$ cat config.mk
export PLATFORM = sky130hd
export DESIGN_NAME = sem_isqrt
export DESIGN_NICKNAME = d
export VERILOG_FILES = /design/src/hdl/sem_pkg.sv /design/src/hdl/sem_isqrt.sv
export SDC_FILE = /design/constraint.sdc
export NUM_CORES = 1
export LEC_CHECK = 0
export BUFFER_PORTS_ARGS = -buffer_cell sky130_fd_sc_hd__clkbuf_2
export CORE_ASPECT_RATIO = 0.6
export CORE_MARGIN = 3
export CORE_UTILIZATION = 61
export CTS_CLUSTER_DIAMETER = 60
export CTS_CLUSTER_SIZE = 24
export DETAILED_ROUTE_END_ITERATION = 6
export PLACE_DENSITY = 0.79
export SLEW_MARGIN = 0
export SYNTH_ARGS = -nofsm -noshare
export SYNTH_HDL_FRONTEND = slang
export SYNTH_SLANG_ARGS = --single-unit
export TNS_END_PERCENT = 30
$ cat constraint.sdc
create_clock -name clk -period 4.7 [get_ports clk]
set_input_delay 0.94 -clock clk [delete_from_list [all_inputs] [get_ports clk]]
set_output_delay 0.94 -clock clk [all_outputs]
set_load 0.01 [all_outputs]
$ cat src/hdl/sem_pkg.sv
// ----------------------------------------------------------------------------
// sem_pkg
// Shared widths and codes of the Sobel edge magnitude block.
// ----------------------------------------------------------------------------
package sem_pkg;

	localparam int PIX_W      = 8;
	localparam int ROW_W      = 12;
	localparam int COL_W      = 10;
	localparam int FW_W       = 11;
	localparam int FH_W       = 12;
	localparam int CFG_IDX_W  = 4;
	localparam int CFG_DATA_W = 12;
	localparam int SUM_W      = 10;
	localparam int SQ_W       = 21;
	localparam int ROOT_W     = 11;

	localparam int FRAME_WIDTH_RST  = 640;
	localparam int FRAME_HEIGHT_RST = 480;
	localparam int MIN_SIDE         = 3;
	localparam int MAG_MAX          = 255;

	localparam logic [CFG_IDX_W-1:0] CFG_FRAME_WIDTH  = 4'd0;
	localparam logic [CFG_IDX_W-1:0] CFG_FRAME_HEIGHT = 4'd1;

	typedef logic [PIX_W-1:0] pix_t;

endpackage

$ cat src/hdl/sem_isqrt.sv
// ----------------------------------------------------------------------------
// sem_isqrt
// Iterative integer square root, two radicand bits per cycle.
// ----------------------------------------------------------------------------
module sem_isqrt (
	input  logic                       clk,
	input  logic                       arst_n,
	input  logic                       start,
	input  logic [sem_pkg::SQ_W-1:0]   radicand,
	output logic                       done,
	output logic [sem_pkg::ROOT_W-1:0] root
);

	localparam int RW = sem_pkg::SQ_W + 1;
	localparam int TOP_BIT = ((sem_pkg::SQ_W - 1) / 2) * 2;

	logic          busy_q;
	logic          done_q;
	logic [RW-1:0] v_q;
	logic [RW-1:0] res_q;
	logic [RW-1:0] bit_q;
	logic [RW-1:0] trial;
	logic [RW-1:0] v_next;
	logic [RW-1:0] res_next;

	always_comb begin
		trial = res_q + bit_q;
		if (v_q >= trial) begin
			v_next   = v_q - trial;
			res_next = (res_q >> 1) + bit_q;
		end else begin
			v_next   = v_q;
			res_next = res_q >> 1;
		end
	end

	always_ff @(posedge clk or negedge arst_n) begin
		if (!arst_n) begin
			busy_q <= 1'b0;
			done_q <= 1'b0;
		end else begin
			done_q <= 1'b0;
			if (start) begin
				busy_q <= 1'b1;
			end else if (busy_q && bit_q == RW'(1)) begin
				busy_q <= 1'b0;
				done_q <= 1'b1;
			end
		end
	end

	always_ff @(posedge clk) begin
		if (start) begin
			v_q   <= RW'(radicand);
			res_q <= '0;
			bit_q <= RW'(1) << TOP_BIT;
		end else if (busy_q) begin
			v_q   <= v_next;
			res_q <= res_next;
			bit_q <= bit_q >> 2;
		end
	end

	assign done = done_q;
	assign root = res_q[sem_pkg::ROOT_W-1:0];

endmodule
# Word-level counts from Yosys, hierarchy flattened
# Index checks and enable logic that the tools add are counted.
# word_totals
ff_bits	57
latch_bits	0
ramBits	0
rom_bits	0
inputBits	24
output_inout_bits	12
memories	0
# classes
n_addsub	3
n_mul	0
n_div	0
magnitude_cmp	1
n_eq_ne	1
shift	0
n_mux	8
bitwise_logic	0
n_reduce_logical	6
# op_table
operator	count
$mux W21	3
$add A21 B21 Y22	1
$add A22 B21 Y22	1
$ge A22 B22 Y1	1
$mux W22	1
$sub A22 B22 Y22	1
$eq A11 B1 Y1 const B	1
$reduce_bool A2 Y1	3
$mux W1	4
$reduce_and A2 Y1	2
$logic_and A1 B1 Y1	1

# Logic depth before layout (Yosys ltp)
# depth
depth_word	5
ltp_mapped	19
ltp_nobuf	17

# Least setup slack after synthesis
# No wires, ideal clock.
# synth_path
path_type	register -> register
from	reg res_q[0]
to	reg v_q[0] (enable)
arrival_time_ns	4.011
required_time_ns	4.319
slack_ns	0.308
stages_incl_launch_ff	18
n_path_buf	1
period_less_slack_ns	4.392
cell_sequence	dfxtp_1 -> ha_1 -> ha_1 -> a21o_1 -> a31o_1 -> a31o_1 -> a311o_1 -> a21oi_1 -> o21ai_0 -> nor3b_1 -> ha_1 -> nand2_1 -> o211ai_2 -> o211ai_1 -> a21oi_1 -> buf_2 -> nand3_1 -> nand2b_1
# synth_via
elab_chain_len	4
# synth_rtl
item	line	source
start, declared	sem_isqrt.sv:20	logic [RW-1:0] res_q;
start signal, assigned	sem_isqrt.sv:59	res_q <= res_next;
$add A22 B21 Y22	sem_isqrt.sv:27	trial = res_q + bit_q;
$ge A22 B22 Y1	sem_isqrt.sv:28	if (v_q >= trial) begin
$reduce_bool A2 Y1 (no line)	n/a	
$reduce_and A2 Y1 (no line)	n/a	
end signal, assigned	sem_isqrt.sv:54	v_q <= RW'(radicand);
end signal, assigned	sem_isqrt.sv:58	v_q <= v_next;
end, declared	sem_isqrt.sv:19	logic [RW-1:0] v_q;
# No other way between the ends.
# A chain may end at the register's enable or synchronous reset.

# Worst setup path after layout
# layout_path
from	reg res_q[0]
to	reg res_q[10]
# layout_via
elab_chain_len	3
# layout_rtl
item	line
$add A22 B21 Y22	sem_isqrt.sv:27
$ge A22 B22 Y1	sem_isqrt.sv:28
$mux W22	sem_isqrt.sv:28
# No other way between the ends.

==> impl_metrics.tcl <==
set metrics [dict create \
    totalWireLength_um 12600 \
    crit_arrival_ns 4.65 \
    num_antenna_cells 0 \
    root_buffer "sky130_fd_sc_hd__clkbuf_16" \
    worst_hold_path_type "in -> async" \
    tritoncts.num_buffers 9 \
    dpl.cell_count 694 \
    finish.instance_area_um2 5500 \
    combined_area_of_the_multi_input_logic_cells_um2 3320 \
    via_per_inst 6.41 \
    setup-violations-final 0 \
    max-vdd-ir-drop_uv 371 \
    crit_path_end_kind "flip-flop" \
    synth_async_reset_ratio 0.0351 \
    post_drt_wl_per_cell_um 17.8 \
    drt_first_pass_iters 5 \
    postSynthAreaPerCell_um2 8.49 \
    netlist_top_cells_area "sky130_fd_sc_hd__dfxtp_1 (14%), sky130_fd_sc_hd__edfxtp_1 (13%), sky130_fd_sc_hd__ha_1 (12%)" \
    post-synth-top-area-fraction 0.139 \
    synth_largest_area_cell "sky130_fd_sc_hd__dfxtp_1" \
    global_route.overflow_total 0 \
    period_utilisation_layout 0.944 \
    pin_count_of_the_biggest_net_entering_global_routing 44 \
    clock_skew_after_layout_ns 0.00646 \
    final_cells 711 \
    tritoncts_clock_tree "done" \
    place.gp.congestion 0.911 \
    synthesis.nets 648 \
    fillers 596 \
    worstSkewPairLatency_ns 0.33 \
    synth_seq_area_share 0.278 \
    synth_flop_cell "sky130_fd_sc_hd__dfxtp_1" \
    core_outline_area_um2 7510 \
    setup.worst_path.class "reg -> reg" \
    clock_sink_count 57 \
    minimum_setup_slack_in_the_final_design_ns 0.262 \
    fin_crit_ns 4.44 \
    critical_path_buf_inv_count 0 \
    die-width_um 122 \
    pin_count 36 \
    cp_max_stage_delay_ns 0.47 \
    setup.worst_path.start_class "flip-flop" \
    path_common_cell "sky130_fd_sc_hd__ha_1" \
    power-per-cell-area_nw_per_um2 618 \
    drc 0 \
    use_met2 0.456 \
    flow.area_growth_from_synthesis_pct 12.3 \
    synthCells 577 \
    clk_pin_slew_ns 0.06 \
    die_h_um 75.4 \
    synth-edff-count 21 \
    grt_pass1_wl_um 20200 \
    finalMaxSlewViolations 0 \
    share_of_final_layout_standard_cells_stronger_than_drive_strength_1 0.148 \
    final_net_count 673 \
    outcome "finished clean" \
    ff_to_ff_setup_slack_ns 0.26 \
    timing.slew.headroom 0.390 \
    post-dp-hpwl_um 9260 \
    initial_utilization 0.652 \
    first_global_vias 4128 \
    antenna_found_initial 0 \
    ys_ff_latch 57 \
    drv_cap 0 \
    worst_pin_slew_ns 0.914 \
    fp-row-count 24 \
    critPathMaxFanout 16 \
    timing.critical_path.cells "ha_1 -> ha_1 -> a21o_1 -> a31o_1 -> a31o_1 -> a311o_1 -> a2111o_1 -> nand3_2 -> xor2_1 -> ha_1 -> a21oi_1 -> nor3b_2 -> nor3b_2 -> o21ai_4 -> and2_4 -> mux2i_1 -> a221oi_1" \
    unrepaired_setup_endpoints_after_global_routing "yes" \
    syn_area_um2 4900 \
    timing.final.hold_violations 0 \
    route.vias.total 4555 \
    grt.met1_usage 0.377 \
    count_of_synthesis_stage_warnings_from_yosys 0 \
    critPathRequiredTime_ns 4.91 \
    grt.busiest_layer "met2" \
    placedInstanceArea_um2 5110 \
    yosys.cell_types.count 74 \
    timing.hold.ws_ns 0.385 \
    maxClockFrequency_mhz 225 \
    buffer_ports.inserted 35 \
    clock_path_buffers 2 \
    drt_iter0_markers 441 \
    gr-usage-all-layers 0.277 \
    worst_path_max_delay_cell "sky130_fd_sc_hd__a2111o_1" \
    use_met3 0.0586 \
    path_delay_family "compound AO/OA/AOI/OAI gates" \
    leakage_nw 2.28 \
    pre_cts_slack_ns -0.0110 \
    die-area_um2 9170 \
    cts-htree-levels 3 \
    ff_latch_area_um2 1360 \
    post_route_antenna_net_violation_count 0 \
]
## routing by layer
layer,wire (µm),part of all wire
met3,873,0.069
met2,5650,0.45
met4,189,0.015
met1,5920,0.47
met5,0,0
## synthesized netlist by cell type, types with 5 or more instances
| cell | number |
|---|---|
| sky130_fd_sc_hd__nand2_1 | 63 |
| sky130_fd_sc_hd__mux2i_1 | 16 |
| sky130_fd_sc_hd__and2_1 | 5 |
| sky130_fd_sc_hd__nand4_1 | 6 |
| sky130_fd_sc_hd__nor3_1 | 11 |
| sky130_fd_sc_hd__buf_4 | 12 |
| sky130_fd_sc_hd__nor3b_1 | 7 |
| sky130_fd_sc_hd__ha_1 | 46 |
| sky130_fd_sc_hd__inv_1 | 16 |
| sky130_fd_sc_hd__o31ai_1 | 7 |
| sky130_fd_sc_hd__xnor2_1 | 20 |
| sky130_fd_sc_hd__o21a_1 | 12 |
| sky130_fd_sc_hd__edfxtp_1 | 21 |
| sky130_fd_sc_hd__nor2_1 | 50 |
| sky130_fd_sc_hd__xor2_1 | 19 |
| sky130_fd_sc_hd__nor2b_1 | 5 |
| sky130_fd_sc_hd__nand3_1 | 17 |
| sky130_fd_sc_hd__nand2b_1 | 7 |
| sky130_fd_sc_hd__mux2_2 | 5 |
| sky130_fd_sc_hd__a31oi_1 | 12 |
| sky130_fd_sc_hd__clkbuf_1 | 16 |
| sky130_fd_sc_hd__a21oi_1 | 27 |
| sky130_fd_sc_hd__a311oi_1 | 8 |
| sky130_fd_sc_hd__a21o_1 | 7 |
| sky130_fd_sc_hd__dfxtp_1 | 34 |
| sky130_fd_sc_hd__o21ai_0 | 32 |
| sky130_fd_sc_hd__a211oi_1 | 16 |
## registers in the layout, indices dropped and copies added, names as in the netlist
register,count
res_q,22
v_q,22
bit_q,11
busy_q,1
done,1
## layout make-up
cell class / instances / share of cell area
clock buffers: 13 / 0.0533
clock inverters: 3 / 0.00751
inverters: 16 / 0.0109
multi-input cells: 468 / 0.604
flip-flops and latches: 57 / 0.248
well taps: 104 / 0.0237
repair buffers: 50 / 0.0530
## cells in the final DEF (no fill, tap or decap), types with 3 or more instances in the layout
cell type                   count
sky130_fd_sc_hd__clkbuf_16     11
sky130_fd_sc_hd__a311o_1        3
sky130_fd_sc_hd__dfxtp_1       34
sky130_fd_sc_hd__nor4b_1        3
sky130_fd_sc_hd__nor3b_2        3
sky130_fd_sc_hd__a311oi_1       8
sky130_fd_sc_hd__xnor2_1       20
sky130_fd_sc_hd__clkbuf_2      35
sky130_fd_sc_hd__mux2_2         5
sky130_fd_sc_hd__inv_1         16
sky130_fd_sc_hd__and2_1         4
sky130_fd_sc_hd__mux2i_1       16
sky130_fd_sc_hd__nor3_1        11
sky130_fd_sc_hd__buf_4         14
sky130_fd_sc_hd__nor3b_1        5
sky130_fd_sc_hd__a211oi_1      16
sky130_fd_sc_hd__nand3_1       17
sky130_fd_sc_hd__a31oi_1       12
sky130_fd_sc_hd__o211ai_2       3
sky130_fd_sc_hd__o21a_1        12
sky130_fd_sc_hd__nand3b_1       4
sky130_fd_sc_hd__ha_1          46
sky130_fd_sc_hd__nor2b_1        5
sky130_fd_sc_hd__or3_1          3
sky130_fd_sc_hd__nand2_1       63
sky130_fd_sc_hd__nand2b_1       7
sky130_fd_sc_hd__a21oi_1       25
sky130_fd_sc_hd__nand4_1        6
sky130_fd_sc_hd__o21ai_0       32
sky130_fd_sc_hd__xor2_1        19
sky130_fd_sc_hd__edfxtp_1      21
sky130_fd_sc_hd__o211ai_1       4
sky130_fd_sc_hd__a211o_1        3
sky130_fd_sc_hd__nor2_1        50
sky130_fd_sc_hd__o31ai_1        7
sky130_fd_sc_hd__o21bai_1       4
sky130_fd_sc_hd__a21o_1         7
## repair_timing
action                                 4_1_cts  5_1_grt
hold buffers                                 0        0
pin swaps                                    0        2
gates resized for setup                      1        9
setup buffers                                0        1
endpoints found under the hold margin        0        0
setup endpoints to repair                    2       38
## logic make-up (layout without fill, tap and decap cells)
| kind of cell | count (synthesis) | count (layout) | synth area share |
|---|---|---|---|
| AO/OA/AOI/OAI | 167 | 167 | 0.243 |
| XOR/XNOR | 39 | 39 | 0.0698 |
| adder cells (fa/ha/maj) | 47 | 47 | 0.122 |
| buffers and inverters | 52 | 82 | 0.0516 |
| flip-flops | 57 | 57 | 0.278 |
| multiplexers | 21 | 21 | 0.0442 |
| AND/OR/NAND/NOR | 194 | 194 | 0.192 |
## power by group
group | leakage, nW | internal, W | switching [W] | total, W
clock | 0.166 | 0.000489 | 0.000238 | 0.000727
sequential | 0.512 | 0.000698 | 0.0000842 | 0.000782
combinational | 1.60 | 0.000778 | 0.00111 | 0.00189
total | 2.28 | 0.00196 | 0.00143 | 0.00340
## stage by stage
stage | total power [W] | TNS (ns) | util
detailed placement | 0.00258 | -0.0200 | 0.681
global route | 0.00362 | -0.0267 | 0.732
CTS | 0.00331 | 0 | 0.726
global placement | 0.00252 | 0 | 0.681
finish | 0.00340 | 0 | 0.732
floorplan | 0.00218 | 0 | -
## worst paths after layout
| kind | depth (start not counted) | to | from |
|---|---|---|---|
| setup / recovery | 17 | res_q[10] | res_q[0] |
| hold / removal | 1 | done | arst_n |
| setup reg to reg | 17 | res_q[10] | res_q[0] |
| hold reg to reg | 2 | res_q[0] | res_q[0] |
| max in group asynchronous | 1 | busy_q | arst_n |
| min in group clk | 2 | res_q[0] | res_q[0] |
No activity file was read; power rests on OpenSTA's default activity.
